**config.mk**
```make
export PLATFORM = sky130hd
export DESIGN_NAME = dpsc_lane
export DESIGN_NICKNAME = d
export VERILOG_FILES = /design/src/rtl/dpsc_pkg.sv /design/src/rtl/dpsc_lane.sv
export SDC_FILE = /design/constraint.sdc
export NUM_CORES = 2
export LEC_CHECK = 0
export ABC_AREA = 1
export CAP_MARGIN = 15
export CORE_ASPECT_RATIO = 1.25
export CORE_MARGIN = 1
export CORE_UTILIZATION = 30
export CTS_BUF_LIST = sky130_fd_sc_hd__clkbuf_8 sky130_fd_sc_hd__clkbuf_16
export DETAILED_ROUTE_END_ITERATION = 8
export DONT_BUFFER_PORTS = 1
export PLACE_DENSITY_LB_ADDON = 0.15
export REMOVE_ABC_BUFFERS = 1
export SYNTH_ARGS = -nofsm -noshare
export SYNTH_HDL_FRONTEND = slang
export SYNTH_SLANG_ARGS = --single-unit
export TNS_END_PERCENT = 50
```
**constraint.sdc**
```tcl
create_clock -name clk_i -period 9 [get_ports clk_i]
set_input_delay 1.8 -clock clk_i [delete_from_list [all_inputs] [get_ports clk_i]]
set_output_delay 1.8 -clock clk_i [all_outputs]
set_load 0.02 [all_outputs]
```
**src/rtl/dpsc_pkg.sv**
```systemverilog
// Package for the dual PI speed controller: fixed-point widths, scaling
// constants, register index codes, reset values and shared structs.
// No dependencies; every other file of the block imports it.
package dpsc_pkg;

  // Fixed-point scaling
  localparam int unsigned DUTY_RANGE      = 250;
  localparam int unsigned SPEED_FRAC_BITS = 12;
  localparam int unsigned GAIN_FRAC_BITS  = 20;
  localparam int unsigned SCALE_SHIFT     = SPEED_FRAC_BITS + GAIN_FRAC_BITS;

  // Field widths
  localparam int unsigned SPEED_W = 24;
  localparam int unsigned LIM_W   = 23;
  localparam int unsigned GAIN_W  = 24;
  localparam int unsigned SLEW_W  = 9;
  localparam int unsigned DUTY_W  = 9;
  localparam int unsigned PWM_W   = 8;

  // Datapath widths
  localparam int unsigned ERR_W   = SPEED_W + 1;
  localparam int unsigned INTEG_W = SPEED_W;
  localparam int unsigned ISUM_W  = INTEG_W + 2;
  localparam int unsigned PROD_W  = GAIN_W + 1 + ERR_W;
  localparam int unsigned SUM_W   = PROD_W + 1;
  localparam int unsigned ABS_W   = PROD_W;
  localparam int unsigned RANGE_W = $clog2(DUTY_RANGE + 1);
  localparam int unsigned SCALE_W = ABS_W + RANGE_W;
  localparam int unsigned MAG_W   = SCALE_W - SCALE_SHIFT;
  localparam int unsigned DELTA_W = DUTY_W + 1;

  // Configuration port
  localparam int unsigned CFG_IDX_W  = 3;
  localparam int unsigned CFG_DATA_W = 24;

  typedef enum logic [CFG_IDX_W-1:0] {
    REG_SPEED_LIMIT    = 3'd0,
    REG_PROP_GAIN      = 3'd1,
    REG_INTEG_GAIN     = 3'd2,
    REG_INTEGRAL_LIMIT = 3'd3,
    REG_SLEW_STEP      = 3'd4
  } dpsc_reg_e;

  localparam logic [LIM_W-1:0]  RST_SPEED_LIMIT    = 23'd8388607;
  localparam logic [GAIN_W-1:0] RST_PROP_GAIN      = 24'd817455;
  localparam logic [GAIN_W-1:0] RST_INTEG_GAIN     = 24'd8806;
  localparam logic [LIM_W-1:0]  RST_INTEGRAL_LIMIT = 23'd122880;
  localparam logic [SLEW_W-1:0] RST_SLEW_STEP      = 9'd250;

  typedef struct packed {
    logic [LIM_W-1:0]  speed_limit;
    logic [GAIN_W-1:0] prop_gain;
    logic [GAIN_W-1:0] integ_gain;
    logic [LIM_W-1:0]  integral_limit;
    logic [SLEW_W-1:0] slew_step;
  } dpsc_cfg_t;

  // Per-stage load strobes shared by both lanes
  typedef struct packed {
    logic s1;
    logic s2;
    logic s3;
    logic s4;
  } dpsc_adv_t;

endpackage

```
**src/rtl/dpsc_lane.sv**
```systemverilog
// One PI lane: speed clamp, saturating integral, gain products, scaling
// to a target duty over four stages. Depends on dpsc_pkg.
module dpsc_lane import dpsc_pkg::*; (
  input  logic                      clk_i,
  input  logic                      rst_ni,
  input  dpsc_adv_t                 adv_i,
  input  dpsc_cfg_t                 cfg_i,
  input  logic signed [SPEED_W-1:0] meas_i,
  input  logic signed [SPEED_W-1:0] target_i,
  output logic signed [DUTY_W-1:0]  duty_o
);

  // Stage 1: clamp, error, integral
  logic signed [ERR_W-1:0]   lim_s, meas_x, meas_c, err_d;
  logic signed [ISUM_W-1:0]  ilim_s, isum;
  logic signed [INTEG_W-1:0] integ_d, integ_q;
  logic signed [ERR_W-1:0]   err_q;

  assign lim_s  = $signed({{(ERR_W-LIM_W){1'b0}}, cfg_i.speed_limit});
  assign meas_x = ERR_W'(meas_i);

  always_comb begin
    if (meas_x > lim_s) begin
      meas_c = lim_s;
    end else if (meas_x < -lim_s) begin
      meas_c = -lim_s;
    end else begin
      meas_c = meas_x;
    end
    err_d = ERR_W'(target_i) - meas_c;
  end

  assign ilim_s = $signed({{(ISUM_W-LIM_W){1'b0}}, cfg_i.integral_limit});
  assign isum   = ISUM_W'(integ_q) + ISUM_W'(err_d);

  always_comb begin
    if (isum > ilim_s) begin
      integ_d = ilim_s[INTEG_W-1:0];
    end else if (isum < -ilim_s) begin
      integ_d = INTEG_W'(-ilim_s);
    end else begin
      integ_d = isum[INTEG_W-1:0];
    end
  end

  always_ff @(posedge clk_i or negedge rst_ni) begin
    if (!rst_ni) begin
      integ_q <= '0;
    end else if (adv_i.s1) begin
      integ_q <= integ_d;
    end
  end

  always_ff @(posedge clk_i) begin
    if (adv_i.s1) begin
      err_q <= err_d;
    end
  end

  // Stage 2: gain products
  logic signed [GAIN_W:0]   kp_s, ki_s;
  logic signed [PROD_W-1:0] pp_d, pi_d, pp_q, pi_q;

  assign kp_s = $signed({1'b0, cfg_i.prop_gain});
  assign ki_s = $signed({1'b0, cfg_i.integ_gain});
  assign pp_d = kp_s * err_q;
  assign pi_d = ki_s * integ_q;

  always_ff @(posedge clk_i) begin
    if (adv_i.s2) begin
      pp_q <= pp_d;
      pi_q <= pi_d;
    end
  end

  // Stage 3: sum and take magnitude
  logic signed [SUM_W-1:0] sum;
  logic        [SUM_W-1:0] abs_full;
  logic        [ABS_W-1:0] abs_q;
  logic                    neg_q;

  assign sum      = SUM_W'(pp_q) + SUM_W'(pi_q);
  assign abs_full = sum[SUM_W-1] ? SUM_W'(-sum) : SUM_W'(sum);

  always_ff @(posedge clk_i) begin
    if (adv_i.s3) begin
      abs_q <= abs_full[ABS_W-1:0];
      neg_q <= sum[SUM_W-1];
    end
  end

  // Stage 4: scale by duty range, truncate toward zero, clamp
  logic [SCALE_W-1:0] scaled;
  logic [MAG_W-1:0]   mag;
  logic [DUTY_W-1:0]  mag_c;
  logic signed [DUTY_W-1:0] duty_d, duty_q;

  assign scaled = SCALE_W'(abs_q) * SCALE_W'(DUTY_RANGE);
  assign mag    = scaled[SCALE_W-1:SCALE_SHIFT];

  always_comb begin
    if (mag > MAG_W'(DUTY_RANGE)) begin
      mag_c = DUTY_W'(DUTY_RANGE);
    end else begin
      mag_c = mag[DUTY_W-1:0];
    end
    duty_d = neg_q ? -$signed(mag_c) : $signed(mag_c);
  end

  always_ff @(posedge clk_i) begin
    if (adv_i.s4) begin
      duty_q <= duty_d;
    end
  end

  assign duty_o = duty_q;

endmodule

```
==> impl_metrics.py <==
metrics = {
    "timing": {
        "fmax_mhz": 109.4,
        "rsz0062_at_grt": "yes",
        "timing.final.ws_setup_ns": -0.1435,
        "hold_viol_final": 0,
        "finClkSkew_ns": 0.01590,
        "fin_crit_sh_pct": 101.6,
        "setup_viol": 24,
        "period_minus_slack_ns": 9.144,
        "worstMarginPinSlew_ns": 1.199,
        "slew_violations": 0,
        "relSlewSlack_pct": 20.04,
    },
    "synth": {
        "yosysTopAreaCell": "fa_1",
        "synthFlopType": "edfxtp_1",
        "synth.cell_area_mm2": 0.06711,
        "async_flop_share_pct": 11.54,
        "synth_area_per_cell_um2": 7.774,
        "synth_edf_count": 184,
        "synth_top_area_share_pct": 35.11,
        "ys_seq_elements": 208,
        "netlist_top_cells_area": "fa_1 (35%), ha_1 (14%), nand2_1 (12%)",
        "synthCells": 8633,
        "yosys_warnings": 0,
        "seq_area_frac_synth_pct": 9.128,
        "yosysUniqueCellTypes": 60,
    },
    "detailed_routing": {
        "via_count": 54660,
        "dr_wl_met3_um": 7085,
        "wl_met1_um": 87870,
        "drt_iter0_markers": 2581,
        "postRouteAntennaNets": 0,
        "wire_per_inst_um": 18.52,
        "first_pass_iters": 5,
        "drt-total-wl_um": 217500,
        "detail_route.vias_per_cell": 4.653,
        "highest_layer": "met5",
        "drc": 0,
        "route.met2.wl_um": 115500,
    },
    "floorplanning": {
        "num_rows": 193,
        "initial_core_util_pct": 30.27,
        "fp.coreArea_mm2": 0.2217,
        "die_w_um": 425.0,
        "pin_count": 166,
        "die_y_um": 530.8,
        "fp.dieArea_mm2": 0.2256,
    },
    "flow_run": {
        "cap_viol_max_count": 0,
    },
    "place": {
        "globalplace.congestion": 0.9033,
        "numPortBuffers": 0,
        "place_inst": 11630,
        "hpwlAfterDp_um": 183100,
    },
    "critical_path": {
        "crit_fanout": 6,
        "cpPeakStageDelay_ns": 0.34,
        "arrival_ns": 9.69,
        "cp.required_ns": 9.54,
        "end_kind": "flip-flop",
        "crit_type": "primary input to flip-flop",
        "critical_path.most_common_cell": "nand2_1",
        "slowest_stage": "ha_1",
        "start_kind": "primary input",
        "crit_buf_inv": 9,
        "crit_family": "simple AND/OR/NAND/NOR gates",
    },
    "clocking": {
        "path_clk_slew_ns": 0.07,
        "cts_max_path_buffers": 3,
        "cts_sinks": 208,
        "cts_max_level": 1,
        "root_buffer": "clkbuf_16",
        "hold_buffers": 0,
        "cts_buffers": 27,
        "clk_latency_ns": 0.61,
        "cts_tree": "built",
    },
    "layout": {
        "drive_above_1_share_pct": 9.251,
        "finalNonFillerCells": 11750,
        "regArea_mm2": 0.006128,
        "final_common_cell": "nand2_1",
        "fillers": 23770,
        "area_growth_pct": 12.56,
        "layout.nets": 10860,
        "multiInputGateArea_mm2": 0.05339,
        "final_cell_mix": "nand2_1 (2,159), inv_1 (2,112), fa_1 (1,176), ha_1 (703), nor2_1 (418)",
    },
    "global_routing": {
        "grt_max_degree": 100,
        "antenna_found_initial": 5,
        "grt_overflow_total": 0,
        "grt_use_total_pct": 19.43,
        "grt_pass1_wl_um": 340300,
        "grt_pass1_vias": 59810,
    },
    "hold_path": {
        "hp-class": "flip-flop to flip-flop",
    },
    "outcome": {
        "status": "complete, but fails checks",
        "violations": "setup timing",
    },
}
==> final timing paths <==
path                                     startpoint  depth (start not counted)                 endpoint  slack (ns)
max in group asynchronous                    rst_ni                          0   integ_q[0]$_DFFE_PN0P_        8.02
worst max register to register  err_q[12]$_DFFE_PP_                         28       pp_q[47]$_DFFE_PP_        0.97
worst max-delay path                      cfg_i[80]                         59  integ_q[20]$_DFFE_PN0P_       -0.14
worst min register to register    pp_q[0]$_DFFE_PP_                          1       abs_q[0]$_DFFE_PP_        0.70
worst min-delay path              pp_q[0]$_DFFE_PP_                          1       abs_q[0]$_DFFE_PP_        0.70
min in group asynchronous                    rst_ni                          0  integ_q[15]$_DFFE_PN0P_        0.88
==> cell families (layout without fill, tap and decap cells) <==
family / after synthesis / count (layout) / share of synthesized area (%)
flip-flops: 208 / 208 / 9.128
other: 0 / 1 / 0
XOR/XNOR: 252 / 252 / 3.412
AND/OR/NAND/NOR: 3131 / 3131 / 18.92
buffers and inverters: 2409 / 2597 / 13.55
AO/OA/AOI/OAI: 727 / 727 / 6.292
adder cells (fa/ha/maj): 1906 / 1906 / 48.70
==> cells in the mapped netlist (18+ instances only) <==
library cell  count
a21oi_1         325
a31oi_1          48
clkbuf_1        255
dfrtp_1          24
edfxtp_1        184
fa_1           1177
ha_1            729
inv_1          2120
nand2_1        2203
nand3_1         245
nand3b_1         19
nand4_1          64
nor2_1          439
nor2_2           18
nor3_1           50
o211ai_1         32
o21a_1           24
o21ai_0         158
o21ai_1          19
o21bai_1         39
or2_2            46
xnor2_1          74
xor2_1          167
==> registers in the layout, summed over array words and instances (netlist names) <==
name	count
abs_q	50
pp_q	50
pi_q	49
err_q	25
integ_q	24
duty_o	9
neg_q	1
==> through the flow <==
| step | hold WS [ns] | util (%) | cell area (um^2) | setup TNS, ns | setup slack (ns) |
|---|---|---|---|---|---|
| after floorplan | 0.5569 | - | 66030 | -54.43 | -2.283 |
| after global placement | 0.6998 | 32.66 | 72410 | -36.02 | -1.535 |
| after detailed placement | 0.6894 | 32.66 | 72410 | -37.10 | -1.595 |
| after CTS | 0.7015 | 33.43 | 74100 | -7.243 | -0.3408 |
| after global routing | 0.7315 | 34.08 | 75540 | -15.71 | -0.6771 |
| final | 0.6999 | 34.08 | 75540 | -2.646 | -0.1435 |
==> layout make-up <==
class	instances	share of cell area, %
multi-input cells	6016	70.68
inverters	2134	10.64
flip-flops and latches	208	8.113
well taps	2925	4.845
repair buffers	413	4.615
clock buffers	27	0.8944
clock inverters	23	0.2137
diodes	1	0.003313
==> routing by layer <==
metal | vias up | global-route usage [%]
met4 | 6 | 5.650
met2 | 904 | 37.07
met1 | 27230 | 22.65
li1 | 26230 | -
met5 | - | 0
met3 | 293 | 1.868
==> worst register-to-register path: cells and delay by family (launching register included) <==
family,cells,cell delay [ns]
simple gates,7,0.91
compound gates,4,0.90
buf+inv,8,0.59
fa+ha+maj,8,4.05
xor+xnor,1,0.30
flops,1,1.12
==> what timing repair did <==
item | 4_1_cts | 5_1_grt
resized for setup | 147 | 214
buffers inserted | 25 | 31
hold endpoints to repair | 0 | 0
endpoints found under the setup margin | 24 | 24
pin swaps | 77 | 120
cloned | 4 | 7
Power is not shown: default switching activity piles up to over one toggle a cycle in this logic, so the estimate is an artifact.
