--- config.mk ---
export PLATFORM = sky130hd
export DESIGN_NAME = dpsc_merge_flat
export DESIGN_NICKNAME = d
export VERILOG_FILES = /design/src/rtl/dpsc_pkg.sv /design/src/rtl/dpsc_if.sv /design/src/rtl/dpsc_merge.sv /design/src/flat_wrapper.sv
export SDC_FILE = /design/constraint.sdc
export NUM_CORES = 1
export LEC_CHECK = 0
export BUFFER_PORTS_ARGS = -buffer_cell sky130_fd_sc_hd__buf_2
export CAP_MARGIN = 10
export CORE_MARGIN = 2
export CORE_UTILIZATION = 46
export DETAILED_ROUTE_END_ITERATION = 6
export PLACE_DENSITY = 0.75
export SETUP_SLACK_MARGIN = 0.5
export SLEW_MARGIN = 10
export SYNTH_ARGS = -nofsm -noshare
export SYNTH_HDL_FRONTEND = slang
export SYNTH_SLANG_ARGS = --single-unit
--- constraint.sdc ---
create_clock -name clk_i -period 5.6 [get_ports clk_i]
set_input_delay 1.12 -clock clk_i [delete_from_list [all_inputs] [get_ports clk_i]]
set_output_delay 1.12 -clock clk_i [all_outputs]
set_load 0.1 [all_outputs]
--- src/rtl/dpsc_pkg.sv ---
// Package for the dual PI speed controller: fixed-point widths, scaling
// constants, register index codes, reset values and shared structs.
// No dependencies; every other file of the block imports it.
package dpsc_pkg;

  // Fixed-point scaling
  localparam int unsigned DUTY_RANGE      = 250;
  localparam int unsigned SPEED_FRAC_BITS = 12;
  localparam int unsigned GAIN_FRAC_BITS  = 20;
  localparam int unsigned SCALE_SHIFT     = SPEED_FRAC_BITS + GAIN_FRAC_BITS;

  // Field widths
  localparam int unsigned SPEED_W = 24;
  localparam int unsigned LIM_W   = 23;
  localparam int unsigned GAIN_W  = 24;
  localparam int unsigned SLEW_W  = 9;
  localparam int unsigned DUTY_W  = 9;
  localparam int unsigned PWM_W   = 8;

  // Datapath widths
  localparam int unsigned ERR_W   = SPEED_W + 1;
  localparam int unsigned INTEG_W = SPEED_W;
  localparam int unsigned ISUM_W  = INTEG_W + 2;
  localparam int unsigned PROD_W  = GAIN_W + 1 + ERR_W;
  localparam int unsigned SUM_W   = PROD_W + 1;
  localparam int unsigned ABS_W   = PROD_W;
  localparam int unsigned RANGE_W = $clog2(DUTY_RANGE + 1);
  localparam int unsigned SCALE_W = ABS_W + RANGE_W;
  localparam int unsigned MAG_W   = SCALE_W - SCALE_SHIFT;
  localparam int unsigned DELTA_W = DUTY_W + 1;

  // Configuration port
  localparam int unsigned CFG_IDX_W  = 3;
  localparam int unsigned CFG_DATA_W = 24;

  typedef enum logic [CFG_IDX_W-1:0] {
    REG_SPEED_LIMIT    = 3'd0,
    REG_PROP_GAIN      = 3'd1,
    REG_INTEG_GAIN     = 3'd2,
    REG_INTEGRAL_LIMIT = 3'd3,
    REG_SLEW_STEP      = 3'd4
  } dpsc_reg_e;

  localparam logic [LIM_W-1:0]  RST_SPEED_LIMIT    = 23'd8388607;
  localparam logic [GAIN_W-1:0] RST_PROP_GAIN      = 24'd817455;
  localparam logic [GAIN_W-1:0] RST_INTEG_GAIN     = 24'd8806;
  localparam logic [LIM_W-1:0]  RST_INTEGRAL_LIMIT = 23'd122880;
  localparam logic [SLEW_W-1:0] RST_SLEW_STEP      = 9'd250;

  typedef struct packed {
    logic [LIM_W-1:0]  speed_limit;
    logic [GAIN_W-1:0] prop_gain;
    logic [GAIN_W-1:0] integ_gain;
    logic [LIM_W-1:0]  integral_limit;
    logic [SLEW_W-1:0] slew_step;
  } dpsc_cfg_t;

  // Per-stage load strobes shared by both lanes
  typedef struct packed {
    logic s1;
    logic s2;
    logic s3;
    logic s4;
  } dpsc_adv_t;

endpackage

--- src/rtl/dpsc_if.sv ---


interface dpsc_out_if import dpsc_pkg::*; ();
  logic                     valid;
  logic                     ready;
  logic signed [DUTY_W-1:0] duty_left;
  logic signed [DUTY_W-1:0] duty_right;
  logic        [PWM_W-1:0]  pwm_left;
  logic        [PWM_W-1:0]  pwm_right;
  logic                     in1_left;
  logic                     in2_left;
  logic                     in1_right;
  logic                     in2_right;

  modport source (output valid, duty_left, duty_right, pwm_left, pwm_right,
                  in1_left, in2_left, in1_right, in2_right,
                  input ready);
  modport sink   (input valid, duty_left, duty_right, pwm_left, pwm_right,
                  in1_left, in2_left, in1_right, in2_right,
                  output ready);
endinterface

--- src/rtl/dpsc_merge.sv ---
// Output stage: slews both applied duties toward the lane targets and
// forms PWM magnitudes and bridge pins. Depends on dpsc_pkg, dpsc_if.
module dpsc_merge import dpsc_pkg::*; (
  input  logic                     clk_i,
  input  logic                     rst_ni,
  input  logic                     load_i,
  input  logic [SLEW_W-1:0]        slew_step_i,
  input  logic signed [DUTY_W-1:0] target_left_i,
  input  logic signed [DUTY_W-1:0] target_right_i,
  dpsc_out_if.source               out_o
);

  logic                     valid_q, valid_d;
  logic signed [DUTY_W-1:0] left_q, left_d, right_q, right_d;
  logic signed [DELTA_W-1:0] step_s;

  assign step_s = $signed({1'b0, slew_step_i});

  function automatic logic signed [DUTY_W-1:0] slew(
    input logic signed [DUTY_W-1:0]  target,
    input logic signed [DUTY_W-1:0]  applied,
    input logic signed [DELTA_W-1:0] step
  );
    logic signed [DELTA_W-1:0] delta;
    logic signed [DELTA_W-1:0] next;
    delta = DELTA_W'(target) - DELTA_W'(applied);
    if (delta > step) begin
      delta = step;
    end else if (delta < -step) begin
      delta = -step;
    end
    next = DELTA_W'(applied) + delta;
    return next[DUTY_W-1:0];
  endfunction

  assign left_d  = slew(target_left_i, left_q, step_s);
  assign right_d = slew(target_right_i, right_q, step_s);
  assign valid_d = load_i | (valid_q & ~out_o.ready);

  always_ff @(posedge clk_i or negedge rst_ni) begin
    if (!rst_ni) begin
      valid_q <= 1'b0;
      left_q  <= '0;
      right_q <= '0;
    end else begin
      valid_q <= valid_d;
      if (load_i) begin
        left_q  <= left_d;
        right_q <= right_d;
      end
    end
  end

  logic [DUTY_W-1:0] abs_l, abs_r;

  assign abs_l = left_q[DUTY_W-1]  ? DUTY_W'(-left_q)  : DUTY_W'(left_q);
  assign abs_r = right_q[DUTY_W-1] ? DUTY_W'(-right_q) : DUTY_W'(right_q);

  assign out_o.valid      = valid_q;
  assign out_o.duty_left  = left_q;
  assign out_o.duty_right = right_q;
  assign out_o.pwm_left   = abs_l[PWM_W-1:0];
  assign out_o.pwm_right  = abs_r[PWM_W-1:0];
  // Left bridge is wired mirrored
  assign out_o.in1_left   = left_q[DUTY_W-1];
  assign out_o.in2_left   = ~left_q[DUTY_W-1];
  assign out_o.in1_right  = ~right_q[DUTY_W-1];
  assign out_o.in2_right  = right_q[DUTY_W-1];

endmodule

--- src/flat_wrapper.sv ---
// flat-port wrapper written by rule: the top's interface ports become plain ports
module dpsc_merge_flat import dpsc_pkg::*;
  (clk_i, rst_ni, load_i, slew_step_i, target_left_i, target_right_i, out_o_valid, out_o_duty_left, out_o_duty_right, out_o_pwm_left, out_o_pwm_right, out_o_in1_left, out_o_in2_left, out_o_in1_right, out_o_in2_right, out_o_ready);
  dpsc_out_if out_o_i ();
  input  logic clk_i;
  input  logic rst_ni;
  input  logic load_i;
  input  logic [SLEW_W-1:0] slew_step_i;
  input  logic signed [DUTY_W-1:0] target_left_i;
  input  logic signed [DUTY_W-1:0] target_right_i;
  output wire logic [$bits(out_o_i.valid)-1:0] out_o_valid;
  output wire logic [$bits(out_o_i.duty_left)-1:0] out_o_duty_left;
  output wire logic [$bits(out_o_i.duty_right)-1:0] out_o_duty_right;
  output wire logic [$bits(out_o_i.pwm_left)-1:0] out_o_pwm_left;
  output wire logic [$bits(out_o_i.pwm_right)-1:0] out_o_pwm_right;
  output wire logic [$bits(out_o_i.in1_left)-1:0] out_o_in1_left;
  output wire logic [$bits(out_o_i.in2_left)-1:0] out_o_in2_left;
  output wire logic [$bits(out_o_i.in1_right)-1:0] out_o_in1_right;
  output wire logic [$bits(out_o_i.in2_right)-1:0] out_o_in2_right;
  input wire logic [$bits(out_o_i.ready)-1:0] out_o_ready;
  assign out_o_valid = out_o_i.valid;
  assign out_o_duty_left = out_o_i.duty_left;
  assign out_o_duty_right = out_o_i.duty_right;
  assign out_o_pwm_left = out_o_i.pwm_left;
  assign out_o_pwm_right = out_o_i.pwm_right;
  assign out_o_in1_left = out_o_i.in1_left;
  assign out_o_in2_left = out_o_i.in2_left;
  assign out_o_in1_right = out_o_i.in1_right;
  assign out_o_in2_right = out_o_i.in2_right;
  assign out_o_i.ready = out_o_ready;
  dpsc_merge u_core (.clk_i(clk_i), .rst_ni(rst_ni), .load_i(load_i), .slew_step_i(slew_step_i), .target_left_i(target_left_i), .target_right_i(target_right_i), .out_o(out_o_i));
endmodule
==> results of run 1 <==
==> worst max-delay path, stage by stage <==
cell,delay [ns]
buf_6,0.09
inv_4,0.04
ha_4,0.12
inv_2,0.04
fa_2,0.36
a211oi_2,0.23
nor2_1,0.10
o21a_1,0.20
nor2_2,0.14
xnor2_2,0.16
ha_4,0.25
a211oi_2,0.26
nand2_1,0.14
a221oi_4,0.34
maj3_4,0.31
buf_6,0.12
buf_6,0.10
buf_4,0.11
mux2i_1,0.22
o22ai_1,0.13
ha_1,0.23
or3_1,0.44
o21ai_4,0.24
nand3_1,0.12
a211o_1,0.30
nand4_1,0.08
==> cell usage after synthesis, types with 5 or more instances <==
cell | count | area, µm²
a211oi_1 | 6 | 45.0
a21o_1 | 8 | 60.1
a21oi_1 | 36 | 180
buf_4 | 5 | 37.5
clkbuf_1 | 9 | 33.8
dfrtp_1 | 19 | 475
ha_1 | 72 | 901
inv_1 | 53 | 199
mux2i_1 | 11 | 110
nand2_1 | 22 | 82.6
nand2b_1 | 7 | 43.8
nand3_1 | 16 | 80.1
nor2_1 | 42 | 158
nor2b_1 | 7 | 43.8
nor3_1 | 12 | 60.1
o21a_1 | 11 | 82.6
o21ai_0 | 49 | 245
o31ai_1 | 8 | 60.1
or3_1 | 6 | 37.5
xnor2_1 | 32 | 280
xor2_1 | 6 | 52.6
==> sequential cells by signal, summed over array words and instances (netlist names) <==
name	flops
u_core.out_o.duty_left	9
u_core.out_o.duty_right	9
u_core.out_o.valid	1
==> stage by stage <==
| stage | std cells | hold WS (ns) | setup TNS [ns] | setup WS (ns) | utilization |
|---|---|---|---|---|---|
| 2_1_floorplan | 498 | 0.824 | -0.285 | -0.222 | - |
| 3_3_place_gp | 723 | 0.461 | -0.910 | -0.303 | 0.595 |
| 3_5_place_dp | 723 | 0.464 | -1.96 | -0.584 | 0.595 |
| 4_1_cts | 760 | 0.488 | -0.127 | -0.0921 | 0.675 |
| 5_1_grt | 768 | 0.500 | -2.03 | -0.359 | 0.696 |
| 6_report | 768 | 0.483 | -0.701 | -0.163 | 0.696 |
==> how the worst min path moves through the flow <==
stage | slack (ns) | endpoint | depth (start not counted)
finish | 0.48 | u_core.out_o.valid$_DFF_PN0_ | 1
global route | 0.50 | u_core.out_o.valid$_DFF_PN0_ | 1
CTS | 0.49 | u_core.out_o.valid$_DFF_PN0_ | 1
detailed placement | 0.46 | u_core.out_o.valid$_DFF_PN0_ | 1
global placement | 0.46 | u_core.out_o.valid$_DFF_PN0_ | 1
floorplan | 0.82 | u_core.out_o.duty_left[0]$_DFFE_PN0P_ | 0
==> repair_timing <==
action | CTS | global route
pin swaps | 55 | 35
gates resized for setup | 81 | 24
buffers inserted | 33 | 8
endpoints found under the setup margin | 11 | 14
hold buffers | 0 | 0
hold endpoints to repair | 0 | 0
==> kinds of logic (layout without fill, tap and decap cells) <==
family,count (synthesis),count (layout),synth area share
adders and majority gates,77,77,0.260
DFF,19,19,0.125
AOI/OAI and AO/OA,151,151,0.253
and+or+nand+nor,131,131,0.171
muxes,11,11,0.0288
buffers and inverters,71,236,0.0754
xor gates and xnor gates,38,38,0.0872
==> routing by layer <==
layer | wire (µm) | GRT usage | vias to the layer above
met5 | 0 | 0 | -
met4 | 355 | 0.0894 | 0
met3 | 760 | 0.0269 | 43
met2 | 6480 | 0.492 | 191
met1 | 5250 | 0.339 | 2116
li1 | - | - | 2115
==> final cells by class <==
cell class              count  area (µm²)  area share
multi-input cells         408        3460       0.612
repair buffers            178        1300       0.230
flip-flops and latches     19         483      0.0854
clock buffers               4        45.0     0.00796
inverters                  54         231      0.0409
well taps                 105         131      0.0232
==> flow_metrics.tcl, run 1 <==
set metrics [dict create \
    finClkSkew_ns 0.00104 \
    die_h_um 95.1 \
    drv_slew 0 \
    synth_edf_count 0 \
    rows 33 \
    hold_class "reg2reg" \
    grt_max_degree 39 \
    synthArstFlopShare 1.00 \
    r2r_start "u_core.out_o.duty_right[1]$_DFFE_PN0P_" \
    grt_pass1_vias 4267 \
    grtUsageTotal 0.273 \
    setup_viol 5 \
    numCtsBuffers 3 \
    cts.clk_slew.worst_paths_ns 0.10 \
    firstDrtPassIters 6 \
    grt_setup_unrepaired "true" \
    grt_pass1_wl_um 19700 \
    place_area_um2 4840 \
    start_util 0.469 \
    endpoint "u_core.out_o.duty_right[8]$_DFFE_PN0P_" \
    drt_iter0_markers 310 \
    dp_hpwl_um 8570 \
    critPathMaxFanout 7 \
    ys_ff_latch 19 \
    cts_root_buffer "clkbuf_8" \
    diodes 0 \
    core_um2 8130 \
    cp-start-kind "input pin" \
    most-common-layout-cells "85 x buf_4, 66 x ha_1, 66 x buf_2" \
    finalCritPeriodShare 1.03 \
    nFillCells 563 \
    ff2ff_setup_slack_ns 0.14 \
    post_drt_wl_per_cell_um 16.7 \
    ant_nets 0 \
    syn_to_final_growth_pct 48.2 \
    slew_headroom 0.496 \
    vias_per_cell 5.81 \
    hold_viol 0 \
    io_buffers 69 \
    r2r-end "u_core.out_o.duty_right[8]$_DFFE_PN0P_" \
    drcViolationCount 0 \
    cts_max_level 1 \
    critPathKind "in2reg" \
    ys_warn_count 0 \
    synth.distinct_cells 55 \
    syn_inst 498 \
    required_ns 5.82 \
    fin_ws_ns -0.163 \
    finalWirelength_um 12900 \
    drive_above_1_share 0.403 \
    hp-start "u_core.out_o.valid$_DFF_PN0_" \
    vias 4465 \
    finalNetCount 771 \
    worstSkewPairLatency_ns 0.28 \
    ioPinCount 70 \
    synth_fp_nets 605 \
    crit_arrival_ns 5.98 \
    fmax_mhz 174 \
    gp_congestion 0.930 \
    cts_tree "yes" \
    period_needed_ns 5.76 \
    max-clock-path-buffers 2 \
    gr-total-overflow 0 \
    die_x_um 95.1 \
    cap_violations 0 \
    avgSynthCellArea_um2 7.67 \
    cts.sinks 19 \
    critPathLaunch "target_right_i[0]" \
    die-area_um2 9050 \
    syn-cell-area_um2 3820 \
    final_common_cell "buf_4" \
    synth_flop_cell "dfrtp_1" \
    final_area_um2 5660 \
    tightest_slew_ns 0.756 \
    antenna_found_initial 0 \
    status "finished with violations" \
    worstRegToRegCells 24 \
    worst_setup_path_end_kind "register" \
    ys_seq_area_frac 0.125 \
    violations "setup timing" \
]
Power of run 1 is not shown: default switching activity piles up to over one toggle a cycle in this logic, so the estimate is an artifact.
==> run 2, diff against run 1 <==
==> constraint.sdc (replaced) <==
create_clock -name clk_i -period 5.6 [get_ports clk_i]
set_input_delay 1.12 -clock clk_i [delete_from_list [all_inputs] [get_ports clk_i]]
set_output_delay 1.12 -clock clk_i [all_outputs]
set_load 0.005 [all_outputs]
==> run 2 against run 1 <==
  * The flow still finishes with violations (setup timing)
  * Cell area decreased by 5.9%
  * Sequential cell count unchanged
  * Worst setup slack improved by 0.11 ns
  * Die area unchanged
  * Sequential share of layout area increased by 0.40 points
  * Register-to-register slack improved by 0.10 ns
  * Critical path depth decreased by 2
  * Non-clock buffer count decreased by 21
  * Cell count decreased by 2.7%
  * Maximum frequency increased by 1.9%
  * Largest cell class unchanged
  * Utilization decreased by 4.1 points
  * Via count decreased by 5.7%
==> flow_metrics.tcl, run 2 (synthesized netlist as in run 1, its figures left out) <==
set metrics [dict create \
    worstSkewPairLatency_ns 0.28 \
    top_layer_used "met4" \
    max_stage_delay_ns 0.42 \
    period_needed_ns 5.65 \
    firstDrtPassIters 5 \
    grt_pass1_vias 4103 \
    fin_hold_ws_ns 0.510 \
    max-clock-path-buffers 2 \
    vias_per_cell 5.63 \
    finalCritPeriodShare 1.01 \
    cts.clk_slew.worst_paths_ns 0.09 \
    diodes 0 \
    crit_buf_inv 3 \
    seqCellArea_um2 475 \
    pre_cts_ws_ns -0.453 \
    most-common-layout-cells "81 x buf_4, 66 x ha_1, 66 x buf_2" \
    violations "setup timing" \
    die-area_um2 9050 \
    antenna_found_initial 0 \
    crit_arrival_ns 5.88 \
    grt_setup_unrepaired "true" \
    tightest_slew_ns 0.715 \
    multiInputGateArea_um2 3380 \
    drive_above_1_share 0.357 \
    timing.setup.tns_ns -0.0654 \
    cts.sinks 19 \
    fmax_mhz 177 \
    finalWirelength_um 11600 \
    gp_congestion 0.927 \
    grtUsageTotal 0.254 \
    cts_root_buffer "clkbuf_8" \
    wl_met2_um 5650 \
    die_h_um 95.1 \
    ant_nets 0 \
    worst_setup_path_end_kind "register" \
    crit_family "simple AND/OR/NAND/NOR gates" \
    dp_hpwl_um 8960 \
    cts_tree "yes" \
    fin_cells 747 \
    numCtsBuffers 3 \
    met1Wirelength_um 5160 \
    required_ns 5.82 \
    die_x_um 95.1 \
    cp-start-kind "input pin" \
    critPathKind "in2reg" \
    syn_to_final_growth_pct 39.4 \
    slew_headroom 0.523 \
    hold_class "reg2reg" \
    cap_violations 0 \
    drt_iter0_markers 206 \
    wl_met3_um 567 \
    critPathMaxFanout 7 \
    drv_slew 0 \
    vias 4209 \
    nFillCells 674 \
    setup_viol 2 \
    finClkSkew_ns 0.00220 \
    cp_common_cell "or3_4" \
    hold_viol 0 \
    cp_slowest_cell "maj3_4" \
    start_util 0.469 \
    rows 33 \
    dpl.cell_count 726 \
    gr-total-overflow 0 \
    io_buffers 69 \
    grt_pass1_wl_um 18400 \
    status "finished with violations" \
    cts_max_level 1 \
    ioPinCount 70 \
    grt_max_degree 39 \
    finalNetCount 750 \
    path_cells "buf_12 > inv_12 > ha_4 > or3b_4 > or3_4 > or3_4 > xnor2_4 > ha_1 > o21a_1 > and4_4 > a221oi_4 > maj3_4 > o31ai_2 > ha_2 > inv_2 > fa_2 > nor2b_4 > o21ai_2 > a21boi_2 > o21a_2 > o21ai_4 > nand2b_4 > a211o_1 > nand4_1" \
    post_drt_wl_per_cell_um 15.6 \
    final_common_cell "buf_4" \
    drcViolationCount 0 \
    core_um2 8130 \
    fin_ws_ns -0.0545 \
]
[run 2: cell type report]
class | count | area share
Tap cell | 105 | 0.0247
Sequential cell | 19 | 0.0893
Inverter | 54 | 0.0423
Timing Repair Buffer | 157 | 0.199
Clock buffer | 4 | 0.00846
Multi-Input combinational cell | 408 | 0.636
[run 2: worst paths after layout]
check,start,to,slack (ns),cells past startpoint
max,slew_step_i[0],u_core.out_o.duty_right[8]$_DFFE_PN0P_,-0.05,24
min,u_core.out_o.valid$_DFF_PN0_,u_core.out_o.valid$_DFF_PN0_,0.51,1
max reg2reg,u_core.out_o.duty_right[1]$_DFFE_PN0P_,u_core.out_o.duty_right[8]$_DFFE_PN0P_,0.24,24
min reg2reg,u_core.out_o.valid$_DFF_PN0_,u_core.out_o.valid$_DFF_PN0_,0.51,1
max in group asynchronous,rst_ni,u_core.out_o.duty_left[5]$_DFFE_PN0P_,4.46,1
min in group asynchronous,rst_ni,u_core.out_o.duty_right[2]$_DFFE_PN0P_,0.79,1
[run 2: per-stage QoR]
step                      instance area, µm²   util
final                                   5320  0.654
after global routing                    5320  0.654
after CTS                               5180  0.637
after detailed placement                4850  0.596
after global placement                  4850  0.596
after floorplan                         3940      -
[run 2: repair_timing]
item | CTS | global route
hold buffers | 0 | 0
setup endpoints to repair | 10 | 13
resized for setup | 44 | 23
pin swaps | 28 | 35
setup buffers | 11 | 6
[run 2: metal layers]
| layer | global-route usage | up-vias |
|---|---|---|
| li1 | - | 2075 |
| met1 | 0.328 | 1986 |
| met2 | 0.439 | 123 |
| met3 | 0.0253 | 25 |
| met4 | 0.0882 | 0 |
| met5 | 0 | - |
Power of run 2 is left out for the same reason.
